`src/rtl/ptsa_pkg.sv`:
```
// Package: shared types, widths and constants for the pixel-to-angle block.
package ptsa_pkg;

    localparam int COORD_WIDTH   = 12;
    localparam int CORDIC_STAGES = 32;
    localparam int TABLE_LEN     = 40;
    localparam int CORDIC_N      = (CORDIC_STAGES > TABLE_LEN) ? TABLE_LEN : CORDIC_STAGES;

    localparam int CENTER_W = 20;
    localparam int PITCH_W  = 24;
    localparam int DIST_W   = 24;
    localparam int ANGLE_W  = 32;

    // datapath width: normalized values stay below 2^51, CORDIC gain adds < 3 bits
    localparam int DW         = 58;
    localparam int NORM_EXP   = 50;
    localparam int NORM_STEPS = 7;
    localparam int DIFF_W     = ((COORD_WIDTH + 8 > CENTER_W) ? COORD_WIDTH + 8 : CENTER_W) + 1;

    localparam int PADDR_W = 5;
    localparam int PDATA_W = 32;

    localparam int          GAIN_W   = 30;
    localparam logic [29:0] INV_GAIN = 30'd652032874;

    typedef enum logic [2:0] {
        REG_CENTER_COL   = 3'd0,
        REG_CENTER_ROW   = 3'd1,
        REG_PIXEL_WIDTH  = 3'd2,
        REG_PIXEL_HEIGHT = 3'd3,
        REG_DET_DISTANCE = 3'd4
    } reg_index_t;

    typedef struct packed {
        logic [COORD_WIDTH-1:0] col_index;
        logic [COORD_WIDTH-1:0] row_index;
    } in_word_t;

    typedef struct packed {
        logic signed [ANGLE_W-1:0] theta_angle;
        logic signed [ANGLE_W-1:0] alpha_angle;
    } out_word_t;

    localparam logic signed [ANGLE_W-1:0] ATAN_Q30 [TABLE_LEN] = '{
        32'sd843314857, 32'sd497837829, 32'sd263043837, 32'sd133525159, 32'sd67021687,
        32'sd33543516,  32'sd16775851,  32'sd8388437,   32'sd4194283,   32'sd2097149,
        32'sd1048576,   32'sd524288,    32'sd262144,    32'sd131072,    32'sd65536,
        32'sd32768,     32'sd16384,     32'sd8192,      32'sd4096,      32'sd2048,
        32'sd1024,      32'sd512,       32'sd256,       32'sd128,       32'sd64,
        32'sd32,        32'sd16,        32'sd8,         32'sd4,         32'sd2,
        32'sd1,         32'sd0,         32'sd0,         32'sd0,         32'sd0,
        32'sd0,         32'sd0,         32'sd0,         32'sd0,         32'sd0
    };

    // normalize steps: 32,16,8,4,2,1 while staying below 2^50, then a final x2
    function automatic int norm_shift(input int i);
        return (i < NORM_STEPS - 1) ? (32 >> i) : 1;
    endfunction

    function automatic int norm_exp(input int i);
        return (i < NORM_STEPS - 1) ? (NORM_EXP - (32 >> i)) : NORM_EXP;
    endfunction

endpackage

```
`src/rtl/ptsa_gain.sv`:
```
// Gain correction: multiplies the CORDIC magnitude by 1/K in split partial products.
module ptsa_gain (
    input  logic                                aclk,
    input  logic                                aresetn,
    input  logic                                ce,
    input  logic                                in_valid,
    input  logic signed [ptsa_pkg::DW-1:0]      in_mag,
    input  logic signed [ptsa_pkg::DW-1:0]      in_y,
    input  logic signed [ptsa_pkg::ANGLE_W-1:0] in_theta,
    output logic                                out_valid,
    output logic signed [ptsa_pkg::DW-1:0]      out_lp,
    output logic signed [ptsa_pkg::DW-1:0]      out_y,
    output logic signed [ptsa_pkg::ANGLE_W-1:0] out_theta
);
    import ptsa_pkg::*;

    localparam int LO_W  = 20;
    localparam int HI_W  = DW - LO_W;
    localparam int HL_W  = 17;
    localparam int HH_W  = HI_W - HL_W;
    localparam int SUM_W = HI_W + GAIN_W + 1;

    logic [HI_W-1:0]          hi;
    logic                     v1_reg, v2_reg;
    logic [HH_W+GAIN_W-1:0]   ph_reg;
    logic [HL_W+GAIN_W-1:0]   pl_reg;
    logic [LO_W+GAIN_W-1:0]   plo_reg;
    logic signed [DW-1:0]     y1_reg, y2_reg;
    logic signed [ANGLE_W-1:0] t1_reg, t2_reg;
    logic signed [DW-1:0]     lp_reg;
    logic [SUM_W-1:0]         hi_prod, total;

    assign hi = in_mag[DW-1:LO_W];
    assign hi_prod = (SUM_W'(ph_reg) << HL_W) + SUM_W'(pl_reg);
    assign total   = (hi_prod >> 10) + SUM_W'(plo_reg >> GAIN_W);

    always_ff @(posedge aclk) begin
        if (!aresetn) begin
            v1_reg <= 1'b0;
            v2_reg <= 1'b0;
        end else if (ce) begin
            v1_reg <= in_valid;
            v2_reg <= v1_reg;
        end
    end

    always_ff @(posedge aclk) begin
        if (ce) begin
            ph_reg  <= hi[HI_W-1:HL_W] * INV_GAIN;
            pl_reg  <= hi[HL_W-1:0] * INV_GAIN;
            plo_reg <= in_mag[LO_W-1:0] * INV_GAIN;
            y1_reg  <= in_y;
            t1_reg  <= in_theta;
            lp_reg  <= $signed(total[DW-1:0]);
            y2_reg  <= y1_reg;
            t2_reg  <= t1_reg;
        end
    end

    assign out_valid = v2_reg;
    assign out_lp    = lp_reg;
    assign out_y     = y2_reg;
    assign out_theta = t2_reg;

endmodule

```
`config.mk`:
```
export PLATFORM = sky130hd
export DESIGN_NAME = ptsa_gain
export DESIGN_NICKNAME = d
export VERILOG_FILES = /design/src/rtl/ptsa_pkg.sv /design/src/rtl/ptsa_gain.sv
export SDC_FILE = /design/constraint.sdc
export NUM_CORES = 2
export LEC_CHECK = 0
export BUFFER_PORTS_ARGS = -buffer_cell sky130_fd_sc_hd__buf_4
export CORE_MARGIN = 10
export CORE_UTILIZATION = 30
export DETAILED_ROUTE_END_ITERATION = 8
export PLACE_DENSITY = 0.46
export SLEW_MARGIN = 20
export SYNTH_ARGS = -nofsm -noshare
export SYNTH_HDL_FRONTEND = slang
export SYNTH_SLANG_ARGS = --single-unit
```
`constraint.sdc`:
```
create_clock -name aclk -period 9.3 [get_ports aclk]
set_input_delay 0.93 -clock aclk [delete_from_list [all_inputs] [get_ports aclk]]
set_output_delay 0.93 -clock aclk [all_outputs]
set_load 0.005 [all_outputs]
```
Word-level counts from Yosys, hierarchy flattened:

Cells that the tools add are included.

* register bits after elaboration: 385
* output and inout bits: 149

* add/sub/neg operators: 2
* $mul: 3

Operators by type and width (count)
* $add 68x47->68: 1
* $add 58x20->58: 1
* $mul 21x29->50 const B: 1
* $mul 20x29->49 const B: 1
* $mul 17x29->46 const B: 1

Logic depth before layout (Yosys ltp):

* depth after elaboration: 2
* mapped depth: 26
* depth with buffers taken out: 26

Least setup slack after synthesis:

OpenSTA, ideal clock, no wires.

* path type: input-to-reg
* start: input port in_mag[41] (netlist name)
* end: register ph_reg[49] (data pin)
* library setup time: 258 ps
* arrival time: 7115 ps
* setup slack: 1927 ps
* stages: 25
* path buffers: 0
* path through: ha_1 > inv_1 > fa_1 > inv_1 > fa_1 > fa_1 > inv_1 > fa_1 > inv_1 > fa_1 > inv_1 > fa_1 > inv_1 > ha_1 > nand3_1 > or4_1 > nor2_1 > o21ai_0 > a21oi_1 > a21oi_1 > o31ai_1 > a31oi_1 > o311ai_0 > a21oi_1 > xnor2_1

* word-level cells in the longest chain between the ends: 1

Ends and longest elaborated chain
* start: declaration: RTL line ptsa_gain.sv:7 `input logic signed [ptsa_pkg::DW-1:0] in_mag,`
* $mul 21x29->50: RTL line ptsa_gain.sv:49 `ph_reg <= hi[HI_W-1:HL_W] * INV_GAIN;`
* end signal: assignment: RTL line ptsa_gain.sv:49
* end: declaration: RTL line ptsa_gain.sv:25 `logic [HH_W+GAIN_W-1:0] ph_reg;`

Every way passes these cells.
A chain may end at the register's enable or synchronous reset.

Final worst setup path:

* start: input port in_mag[44] (netlist name)
* end: register ph_reg[49] (data pin)

Same word-level chain as after synthesis.

==> flow_summary_export.csv <==
group,metric,value,unit
yosys,yosysWarnings,0,
floorplanning,io_pins,301,
grt,grt_max_degree,159,
clock_tree,cts-resized-gates,0,
sta,rsz0062_at_grt,"false",
routing,totalWireLength,118.2,mm
clock_tree,cts.clk_slew.worst_paths,0.06,ns
clock_tree,tritoncts,"done",
floorplanning,die_w,396.6,um
flow_run,maxCapViolCount,0,
outcome,outcome,"finished clean",
grt,grt_usage,0.1504,
yosys,synth_area,42560,um^2
sta,setup_tns,0,ns
yosys,synth-seq-cells,347,
placed_design,gp_congestion,0.9397,
yosys,synth_largest_area_cell,"fa_1",
floorplanning,die_h,396.6,um
sta,period_share,0.8321,
floorplanning,rows,138,
placed_design,io_buffers,300,
worst_setup_path,rrSetupSlack,3.84,ns
worst_setup_path,crit_slowest_cell,"fa_1",
sta,skew,0.03913,ns
yosys,synth_most_common_cell,"inv_1",
yosys,ys.flop_type,"edfxtp_1",
finish,n_antenna_cell,0,
worst_setup_path,required,9.63,ns
yosys,synth_edf_count,345,
worst_setup_path,setup.worst_path.end_class,"flip-flop",
sta,fmax,129.2,MHz
worst_setup_path,cp-start-kind,"input pin",
routing,drt-wirelength-per-cell,19.73,um
clock_tree,cts_buffer_depth,3,
yosys,ys_async_sr_fraction,0,
finish,finalNetCount,5537,
yosys,avgSynthCellArea,11.38,um^2
worst_setup_path,crit_fanout,7,
hold_path,hp-class,"flip-flop to flip-flop",
yosys,yosys-top-cells-area,"fa_1, edfxtp_1, ha_1",
finish,fillCellCount,14293,
floorplanning,coreArea,141200,um^2
worst_setup_path,max_stage_delay,0.54,ns
yosys,synthTopCellsByCount,"inv_1, fa_1, ha_1",
sta,hold_viol_final,0,
sta,report.final.slew_viol_count,0,
clock_tree,cts_hold_buffers,0,
finish,syn_to_final_growth,13.84,%
grt,grt_pass1_wl,180.3,mm
yosys,syn_nets,5203,
clock_tree,clk_latency,0.60,ns
floorplanning,start_util,0.3013,
yosys,synth_cell_types,85,
finish,final-seq-area,10400,um^2
clock_tree,cts-htree-levels,2,
routing,ant_nets,0,
floorplanning,die_area,157300,um^2
grt,grt_overflow,0,
routing,drtIter0Drc,1144,
sta,final-setup-viol-count,0,
yosys,ys_seq_area_frac,0.2444,
sta,worst_pin_slew,0.9827,ns
finish,drive_above_1_share,0.09971,
sta,finalCriticalPeriod,7.739,ns
yosys,netlist_instances,3739,
clock_tree,cts_sinks,347,
routing,drc_errors,0,
clock_tree,numCtsBuffers,41,
clock_tree,post_cts_buffers,0,
finish,multi_input_area,28260,um^2
sta,slew_headroom,0.3449,
worst_setup_path,cp_top_family,"adder cells",
worst_setup_path,crit_arrival,8.07,ns
routing,via_count,26514,
routing,drtPass1Iterations,5,
clock_tree,clockRootBuffer,"clkbuf_16",
grt,antenna_found_initial,1,
routing,routed_via_density,4.425,
worst_setup_path,crit_buf_inv,7,
placed_design,dpl.hpwl,103.9,mm
yosys,post-synth-top-area-fraction,0.3208,
grt,grt_pass1_vias,28820,
worst_setup_path,path_class,"input pin to flip-flop",
-- cell type report --
type,instances,share of cell area
Multi-Input combinational cell,2366,0.5834
Clock buffer,48,0.02216
Timing Repair Buffer,305,0.04768
Inverter,1012,0.07841
Sequential cell,347,0.2147
Tap cell,1890,0.04881
Clock inverter,24,0.004830
-- cells by family (layout without fill, tap and decap cells) --
family	count (synthesis)	count (layout)	synth area share
DFF	347	347	0.2444
buffers and inverters	1026	1389	0.09144
xor gates and xnor gates	177	177	0.03643
AOI/OAI and AO/OA	424	424	0.06721
muxes	3	3	0.0007057
and+or+nand+nor	450	450	0.05378
adders and majority gates	1312	1312	0.5061
-- cell usage in the layout (no fill, tap or decap), types with 22 or more instances in the layout --
cell type,instances
o21a_1,30
nand4_1,23
buf_4,303
a211oi_1,22
nor2_1,118
nor2b_1,22
nand2_1,88
xnor2_1,125
a21o_1,64
a21oi_1,126
inv_1,1012
nand3_1,51
fa_1,682
ha_1,630
xor2_1,52
and2_1,23
edfxtp_1,345
nor3_1,43
o21ai_0,59
clkbuf_16,42
-- final timing paths --
| kind | start | endpoint | cells past startpoint |
|---|---|---|---|
| max | in_mag[44] | ph_reg[49] | 26 |
| max reg2reg | ph_reg[1] | out_lp[45] | 15 |
| min reg2reg | y1_reg[56] | out_y[56] | 0 |
| min | y1_reg[56] | out_y[56] | 0 |
-- stage by stage --
| step | setup slack, ns | area, um^2 | hold slack [ns] | instances | utilization |
|---|---|---|---|---|---|
| after floorplan | 1.927 | 42560 | 0.4003 | 3739 | - |
| after global placement | 0.9102 | 47140 | 0.4003 | 5920 | 0.3337 |
| after detailed placement | 0.8527 | 47140 | 0.4045 | 5920 | 0.3337 |
| after CTS | 1.491 | 48450 | 0.4002 | 5992 | 0.3430 |
| after global routing | 1.154 | 48450 | 0.4145 | 5992 | 0.3430 |
| final | 1.561 | 48450 | 0.4120 | 5992 | 0.3430 |
-- metal layers --
| layer | vias up | part of all wire | GRT usage |
|---|---|---|---|
| met4 | 0 | 0.019 | 0.02905 |
| met3 | 92 | 0.053 | 0.02754 |
| met1 | 13157 | 0.46 | 0.2064 |
| met5 | - | 0 | 0 |
| li1 | 12727 | - | - |
| met2 | 538 | 0.47 | 0.2477 |
Power is not shown: default switching activity piles up to over one toggle a cycle in this logic, so the estimate is an artifact.
