### src/rtl/ptsa_pkg.sv
// Package: shared types, widths and constants for the pixel-to-angle block.
package ptsa_pkg;

    localparam int COORD_WIDTH   = 12;
    localparam int CORDIC_STAGES = 32;
    localparam int TABLE_LEN     = 40;
    localparam int CORDIC_N      = (CORDIC_STAGES > TABLE_LEN) ? TABLE_LEN : CORDIC_STAGES;

    localparam int CENTER_W = 20;
    localparam int PITCH_W  = 24;
    localparam int DIST_W   = 24;
    localparam int ANGLE_W  = 32;

    // datapath width: normalized values stay below 2^51, CORDIC gain adds < 3 bits
    localparam int DW         = 58;
    localparam int NORM_EXP   = 50;
    localparam int NORM_STEPS = 7;
    localparam int DIFF_W     = ((COORD_WIDTH + 8 > CENTER_W) ? COORD_WIDTH + 8 : CENTER_W) + 1;

    localparam int PADDR_W = 5;
    localparam int PDATA_W = 32;

    localparam int          GAIN_W   = 30;
    localparam logic [29:0] INV_GAIN = 30'd652032874;

    typedef enum logic [2:0] {
        REG_CENTER_COL   = 3'd0,
        REG_CENTER_ROW   = 3'd1,
        REG_PIXEL_WIDTH  = 3'd2,
        REG_PIXEL_HEIGHT = 3'd3,
        REG_DET_DISTANCE = 3'd4
    } reg_index_t;

    typedef struct packed {
        logic [COORD_WIDTH-1:0] col_index;
        logic [COORD_WIDTH-1:0] row_index;
    } in_word_t;

    typedef struct packed {
        logic signed [ANGLE_W-1:0] theta_angle;
        logic signed [ANGLE_W-1:0] alpha_angle;
    } out_word_t;

    localparam logic signed [ANGLE_W-1:0] ATAN_Q30 [TABLE_LEN] = '{
        32'sd843314857, 32'sd497837829, 32'sd263043837, 32'sd133525159, 32'sd67021687,
        32'sd33543516,  32'sd16775851,  32'sd8388437,   32'sd4194283,   32'sd2097149,
        32'sd1048576,   32'sd524288,    32'sd262144,    32'sd131072,    32'sd65536,
        32'sd32768,     32'sd16384,     32'sd8192,      32'sd4096,      32'sd2048,
        32'sd1024,      32'sd512,       32'sd256,       32'sd128,       32'sd64,
        32'sd32,        32'sd16,        32'sd8,         32'sd4,         32'sd2,
        32'sd1,         32'sd0,         32'sd0,         32'sd0,         32'sd0,
        32'sd0,         32'sd0,         32'sd0,         32'sd0,         32'sd0
    };

    // normalize steps: 32,16,8,4,2,1 while staying below 2^50, then a final x2
    function automatic int norm_shift(input int i);
        return (i < NORM_STEPS - 1) ? (32 >> i) : 1;
    endfunction

    function automatic int norm_exp(input int i);
        return (i < NORM_STEPS - 1) ? (NORM_EXP - (32 >> i)) : NORM_EXP;
    endfunction

endpackage

### src/rtl/ptsa_front.sv
// Front end: centre offset, pixel scaling, magnitude max and normalizing shifts.
module ptsa_front (
    input  logic                              aclk,
    input  logic                              aresetn,
    input  logic                              ce,
    input  logic                              in_valid,
    input  ptsa_pkg::in_word_t                in_word,
    input  logic [ptsa_pkg::CENTER_W-1:0]     center_col,
    input  logic [ptsa_pkg::CENTER_W-1:0]     center_row,
    input  logic [ptsa_pkg::PITCH_W-1:0]      pixel_width,
    input  logic [ptsa_pkg::PITCH_W-1:0]      pixel_height,
    input  logic [ptsa_pkg::DIST_W-1:0]       detector_distance,
    output logic                              out_valid,
    output logic signed [ptsa_pkg::DW-1:0]    out_d,
    output logic signed [ptsa_pkg::DW-1:0]    out_x,
    output logic signed [ptsa_pkg::DW-1:0]    out_y
);
    import ptsa_pkg::*;

    localparam int PROD_W = DIFF_W + PITCH_W + 1;

    // stage 1: offset from centre
    logic                     v1_reg;
    logic signed [DIFF_W-1:0] dx_reg, dy_reg;
    // stage 2: scale
    logic                     v2_reg;
    logic signed [DW-1:0]     x2_reg, y2_reg, d2_reg;
    logic signed [PROD_W-1:0] px, py;
    logic [DIST_W-1:0]        dist_eff;
    // stage 3: magnitudes
    logic                     v3_reg;
    logic signed [DW-1:0]     x3_reg, y3_reg, d3_reg;
    logic [DW-1:0]            ax3_reg, ay3_reg;
    // normalize chain, index 0 is the max stage
    logic                     nv_reg [NORM_STEPS+1];
    logic signed [DW-1:0]     nx_reg [NORM_STEPS+1];
    logic signed [DW-1:0]     ny_reg [NORM_STEPS+1];
    logic signed [DW-1:0]     nd_reg [NORM_STEPS+1];
    logic [DW-1:0]            nm_reg [NORM_STEPS+1];
    logic [DW-1:0]            m_max;

    assign dist_eff = (detector_distance == '0) ? DIST_W'(1) : detector_distance;
    assign px = dx_reg * $signed({1'b0, pixel_width});
    assign py = dy_reg * $signed({1'b0, pixel_height});

    always_comb begin
        m_max = DW'(unsigned'(d3_reg));
        if (ax3_reg > m_max) begin
            m_max = ax3_reg;
        end
        if (ay3_reg > m_max) begin
            m_max = ay3_reg;
        end
    end

    always_ff @(posedge aclk) begin
        if (!aresetn) begin
            v1_reg    <= 1'b0;
            v2_reg    <= 1'b0;
            v3_reg    <= 1'b0;
            nv_reg[0] <= 1'b0;
        end else if (ce) begin
            v1_reg    <= in_valid;
            v2_reg    <= v1_reg;
            v3_reg    <= v2_reg;
            nv_reg[0] <= v3_reg;
        end
    end

    always_ff @(posedge aclk) begin
        if (ce) begin
            dx_reg <= $signed(DIFF_W'({in_word.col_index, 8'b0})) - $signed(DIFF_W'(center_col));
            dy_reg <= $signed(DIFF_W'({in_word.row_index, 8'b0})) - $signed(DIFF_W'(center_row));
            x2_reg <= DW'(px);
            y2_reg <= DW'(py);
            d2_reg <= $signed(DW'({dist_eff, 16'b0}));
            x3_reg  <= x2_reg;
            y3_reg  <= y2_reg;
            d3_reg  <= d2_reg;
            ax3_reg <= unsigned'((x2_reg < 0) ? -x2_reg : x2_reg);
            ay3_reg <= unsigned'((y2_reg < 0) ? -y2_reg : y2_reg);
            nx_reg[0] <= x3_reg;
            ny_reg[0] <= y3_reg;
            nd_reg[0] <= d3_reg;
            nm_reg[0] <= m_max;
        end
    end

    for (genvar gi = 0; gi < NORM_STEPS; gi++) begin : g_norm
        localparam int SH = norm_shift(gi);
        localparam int EX = norm_exp(gi);
        logic do_shift;
        assign do_shift = ((nm_reg[gi] >> EX) == '0);

        always_ff @(posedge aclk) begin
            if (!aresetn) begin
                nv_reg[gi+1] <= 1'b0;
            end else if (ce) begin
                nv_reg[gi+1] <= nv_reg[gi];
            end
        end

        always_ff @(posedge aclk) begin
            if (ce) begin
                nx_reg[gi+1] <= do_shift ? (nx_reg[gi] <<< SH) : nx_reg[gi];
                ny_reg[gi+1] <= do_shift ? (ny_reg[gi] <<< SH) : ny_reg[gi];
                nd_reg[gi+1] <= do_shift ? (nd_reg[gi] <<< SH) : nd_reg[gi];
                nm_reg[gi+1] <= do_shift ? (nm_reg[gi] << SH) : nm_reg[gi];
            end
        end
    end

    assign out_valid = nv_reg[NORM_STEPS];
    assign out_x     = nx_reg[NORM_STEPS];
    assign out_y     = ny_reg[NORM_STEPS];
    assign out_d     = nd_reg[NORM_STEPS];

endmodule

### config.mk
export PLATFORM = sky130hd
export DESIGN_NAME = ptsa_front
export DESIGN_NICKNAME = d
export VERILOG_FILES = /design/src/rtl/ptsa_pkg.sv /design/src/rtl/ptsa_front.sv
export SDC_FILE = /design/constraint.sdc
export NUM_CORES = 2
export LEC_CHECK = 0
export ABC_AREA = 1
export ABC_CLOCK_PERIOD_IN_PS = 15600
export BUFFER_PORTS_ARGS = -buffer_cell sky130_fd_sc_hd__buf_2
export CAP_MARGIN = 20
export CORE_ASPECT_RATIO = 0.6
export CORE_MARGIN = 2
export CORE_UTILIZATION = 35
export DETAILED_ROUTE_END_ITERATION = 6
export PLACE_DENSITY = 0.48
export SKIP_LAST_GASP = 1
export SYNTH_ARGS = -nofsm -noshare
export SYNTH_HDL_FRONTEND = slang
export SYNTH_SLANG_ARGS = --single-unit
export TNS_END_PERCENT = 100
### constraint.sdc
create_clock -name aclk -period 15.6 [get_ports aclk]
set_clock_uncertainty 0.1 [all_clocks]
set_input_delay 0.78 -clock aclk [delete_from_list [all_inputs] [get_ports aclk]]
set_output_delay 0.78 -clock aclk [all_outputs]
set_load 0.02 [all_outputs]
* Yosys cells after proc, flatten, opt, wreduce, memory -nomap -nowiden
Memories as Yosys holds them, arrays and structs flattened.
Cells that the tools add are included.
** Storage, ports and cells
- Memory bits (writable) :: 1864
- Input bits :: 140
- Flip-flop bits (word level) :: 393
- Word-level logic and storage cells :: 89
- Output and inout port bits :: 175
- Memories :: 5
** Cells by class
- Reduce and logical (&&, ||, !) cells :: 8
- Magnitude comparators :: 4
- $add $sub $neg :: 4
- Muxes and demuxes :: 45
- Bitwise logic cells :: 8
- Multiply operators :: 2
** Memories
- nd_reg :: depth 8, width 58, rd ports 8, clocked after memory_dff 0, write ports 8, RTL line ptsa_front.sv:38 : logic signed [DW-1:0] nd_reg [NORM_STEPS+1];
- nm_reg :: depth 8, width 58, rd ports 7, clocked after memory_dff 0, write ports 8, RTL line ptsa_front.sv:39 : logic [DW-1:0] nm_reg [NORM_STEPS+1];
- nx_reg :: depth 8, width 58, rd ports 8, clocked after memory_dff 0, write ports 8, RTL line ptsa_front.sv:36 : logic signed [DW-1:0] nx_reg [NORM_STEPS+1];
- ny_reg :: depth 8, width 58, rd ports 8, clocked after memory_dff 0, write ports 8, RTL line ptsa_front.sv:37 : logic signed [DW-1:0] ny_reg [NORM_STEPS+1];
- nv_reg :: depth 8, width 1, rd ports 8, clocked after memory_dff 0, write ports 8, RTL line ptsa_front.sv:35 : logic nv_reg [NORM_STEPS+1];
** Operators by type and width (count)
- $mux 58 :: 32
- $logic_not 58->1 :: 7
- $neg 46->58 :: 2
- $lt 46x1->1 const B :: 2
- $mul 21x25->46 :: 2
- $gt 58x40->1 :: 1
- $gt 58x58->1 :: 1
- $sub 20x20->21 :: 2
- $logic_not 24->1 :: 1
- $mux 1 :: 13
- $or 1x1->1 :: 8

* Longest topological paths before layout
- Depth in word-level cells :: 4
- Depth in mapped cells :: 31
- Mapped depth without buffers :: 28

* Worst setup path after synthesis
OpenSTA, ideal clock, no wires.
- Kind :: input to register
- Start :: input port pixel_width[18] in the netlist's numbering
- End :: register x2_reg[39] (data pin)
- Setup time :: 0.253 ns
- Slack :: 9.259 ns
- Path buffers :: 1
- Arrival time :: 5.988 ns
- Data required time :: 15.247 ns
- Stages :: 22
- Cells stage by stage :: clkbuf_1 nand2_1 fa_1 inv_1 fa_1 inv_1 fa_1 inv_1 fa_1 fa_1 fa_1 inv_1 fa_1 inv_1 ha_1 nand2_1 nor2_1 nand2_1 nor4_1 nand3_1 nand4_1 nand2_1
** Between the ends
- Word-level cells in the longest chain between the ends :: 1
** Ends and longest elaborated chain
- from (decl) :: RTL line ptsa_front.sv:10 : input logic [ptsa_pkg::PITCH_W-1:0] pixel_width,
- $mul 21x25->46 :: RTL line ptsa_front.sv:43 : assign px = dx_reg * $signed({1'b0, pixel_width});
- named net px[39] :: RTL line ptsa_front.sv:28 : logic signed [PROD_W-1:0] px, py;
- to (signal assigned) :: RTL line ptsa_front.sv:74 : x2_reg <= DW'(px);
- to (decl) :: RTL line ptsa_front.sv:27 : logic signed [DW-1:0] x2_reg, y2_reg, d2_reg;
The timed path passes the listed nets, and every way through them passes these cells.
A chain may end at the register's enable or synchronous reset.

* Worst setup path after layout
- Start :: register dx_reg[20]
- End :: register x2_reg[23] (data pin)
** Between the ends
- Word-level cells in the longest chain between the ends :: 1
** Ends and longest elaborated chain
- from (decl) :: RTL line ptsa_front.sv:24 : logic signed [DIFF_W-1:0] dx_reg, dy_reg;
- from (signal assigned) :: RTL line ptsa_front.sv:72 : dx_reg <= $signed(DIFF_W'({in_word.col_index, 8'b0})) - $signed(DIFF_W'(center_col));
- $mul 21x25->46 :: RTL line ptsa_front.sv:43
- named net px[23] :: RTL line ptsa_front.sv:28
The timed path passes the listed nets, and every way through them passes these cells.

==> key figures <==
Clock tree
  • Post-CTS Setup Bufs: 0
  • CTS Sinks: 1,776
  • Clock Latency Late Sink: 840 ps
  • Cts bufs inserted: 185
  • # resized after CTS: 0
  • Longest Clk Path Bufs: 4
  • CTS tree: done
  • Clock slew at reported path FFs: 70 ps
  • Root buffer selected by CTS: clkbuf_16
  • CTS H-tree lvls: 4
  • Post-CTS Hold Fix Bufs: 1

Worst hold path
  • HP Class: in -> reg
  • Hold depth: 1
  • Hold_sp: detector_distance[8]
  • WHS Endpoint: d2_reg[24]

Yosys
  • Seq/Total Area, Yosys: 47.9%
  • Number of synthesized flops with an enable pin: 1,772
  • Unique masters post-synth: 43
  • Synth top area cells: edfxtp_1 48%, fa_1 15%, nand2_1 12%, inv_1 7.2%, ha_1 5.4%
  • Yosys warning count: 0
  • Cells after synthesis: 11,500
  • Seq cells post-synth: 1,776
  • Post-synth ARST share: 0%
  • Leading area contributor after synthesis: edfxtp_1
  • Syn avg cell area: 9.66 µm²
  • Top-count cell post-synth: nand2_1
  • Main synth FF type: edfxtp_1
  • Commonest cells post-synth: 3,416 x nand2_1, 2,120 x inv_1, 1,772 x edfxtp_1
  • Post-synth top area share: 47.8%
  • Synthesized cell area: 111,000 µm²

Routing
  • ANT nets after route: 0
  • Total Wirelength: 300,000 µm
  • Drt drc: 0
  • Via Count: 74,200
  • Via/cell ratio: 4.70
  • First-pass detailed-route iteration total: 6
  • Avg WL per Cell: 19.1 µm
  • DRT iter0 DRCs: 6,972

Place
  • Hpwl dp: 230,000 µm
  • Count of buffers from port buffering: 298
  • Placer Congestion: 0.915

Status
  • Status: complete, no violations

Die
  • CORE AREA: 317,000 µm²
  • Die height: 441 µm
  • Cell Rows: 160
  • Initial Util: 35.1%
  • IO Pins: 315
  • Die area: 322,000 µm²
  • Die Span X: 732 µm

Timing
  • Final hold viol count: 0
  • Setup_tns: 0 ps
  • Fmax: 126 MHz
  • Slew Limit Fails: 0
  • Setup Viol. Count Final: 0
  • Final Cycle Share: 51.0%
  • Tightest Pin Transition: 1190 ps
  • RSZ-0062 raised after global routing: false
  • Min cycle time layout: 7960 ps
  • Max-slew headroom: 20.2%

GRT
  • Met3 global-route usage: 4.38%
  • Vias in the first global route: 73,100
  • GR Util met2: 22.2%
  • Met1 Track Usage GR: 32.3%
  • First-pass GRT wire length: 461,000 µm
  • Initial antenna violation count: 24
  • Overall Global Routing Usage: 18.5%
  • Grt peak-use layer: met1
  • Largest net degree at the start of global routing: 212
  • Congestion Overflow GR: 0

Worst setup path
  • CP dominant cell by count: fa_1
  • Slowest stage cell, crit path: a21oi_1
  • Startpoint Class: flop
  • WP buf/inv: 4
  • Max incr delay on CP: 710 ps
  • R2r startpoint: dx_reg[20]
  • Critical path depth: 19
  • CP top delay family: adder cells
  • CP Cell Sequence: inv_1 > or2_2 > fa_1 > inv_1 > fa_1 > fa_1 > fa_1 > fa_1 > fa_1 > inv_1 > fa_1 > inv_1 > ha_1 > a21oi_1 > o21ai_0 > a21oi_1 > nand2_1 > a21oi_1 > xnor2_1
  • Critical path data required time: 16,050 ps
  • Crit. End Element: flop
  • Kind of critical path: reg -> reg
  • Reg2reg end: x2_reg[23]
  • R2R depth: 19
  • CP Max Fanout: 24
  • CP Data Arrival Time: 8410 ps
  • R2r setup slk: 7640 ps

Layout
  • Layout area overhead: 9.46%
  • Share of cells above drive strength 1: 6.12%
  • Final nets: 12,900
  • Fillers: 31,500

Flow run
  • Max-cap viol count: 0
logic make-up (layout without fill, tap and decap cells):
logic type,Yosys count,in the layout,synth area share [%]
AND/OR/NAND/NOR,4654,4654,16.5
XOR/XNOR,168,168,1.32
adder cells (fa/ha/maj),1308,1308,20.3
multiplexers,3,3,0.0304
AO/OA/AOI/OAI,777,777,3.67
flip-flops,1776,1776,47.9
buffers and inverters,2827,2827,10.2
other,1,43,0.00337
metal layers:
metal  wire length [µm]  vias to the layer above  part of all wire, %
met3              25500                      313                  8.5
met2             104000                     2345                   35
li1                   -                    35500                    -
met1             166000                    36000                   55
met4               4390                        8                  1.5
met5                 73                        -                0.024
metrics by stage:
step | util, % | std cells | instance area [µm²] | worst slack [ps] | hold slack [ps]
floorplan | - | 11600 | 111000 | 9260 | 300
global placement | 36.4 | 15400 | 115000 | 7770 | 304
detailed placement | 36.5 | 15400 | 116000 | 7890 | 305
CTS | 38.4 | 15800 | 122000 | 7800 | 5.23
global route | 38.5 | 15800 | 122000 | 7390 | 16.7
finish | 38.5 | 15800 | 122000 | 7640 | 60.1
layout make-up:
cell class                      instances  area (µm²)  share of cell area, %
Multi-Input combinational cell       6950       46800                   38.4
Tap cell                             4212        5270                   4.33
Antenna cell                            3        7.51                0.00617
Timing Repair Buffer                  378        2410                   1.98
Sequential cell                      1776       53300                   43.8
Clock inverter                        114        1230                   1.01
Clock buffer                          211        4790                   3.93
Inverter                             2124        7980                   6.56
worst reg2reg max path: stages (launching register included):
cell,delay [ps]
edfxtp_1,680
inv_1,610
or2_2,500
fa_1,430
inv_1,110
fa_1,450
fa_1,410
fa_1,550
fa_1,440
fa_1,490
inv_1,50
fa_1,470
inv_1,50
ha_1,360
a21oi_1,340
o21ai_0,260
a21oi_1,710
nand2_1,240
a21oi_1,330
xnor2_1,110
worst max path at each step:
stage	startpoint	end	slack, ps
2_1_floorplan	pixel_width[18]	x2_reg[39]	9260
3_3_place_gp	dx_reg[20]	x2_reg[40]	7770
3_5_place_dp	dx_reg[20]	x2_reg[40]	7890
4_1_cts	dx_reg[20]	x2_reg[40]	7800
5_1_grt	dx_reg[20]	x2_reg[23]	7390
6_report	dx_reg[20]	x2_reg[23]	7640
cell usage in the layout (no fill, tap or decap), drive strengths merged, types with 13 or more instances in the layout:
master  count
nor4       43
buf       377
xor2      114
nand4      53
fa        832
or2        37
bufinv     24
o21ai     370
inv      2127
nand2    3416
ha        476
edfxtp   1772
clkbuf    211
nor3       50
o21a       13
a21oi     329
conb       40
nor2      698
a21o       25
clkinv     78
xnor2      54
nand3     341
Power is not shown: default switching activity piles up to over one toggle a cycle in this logic, so the estimate is an artifact.
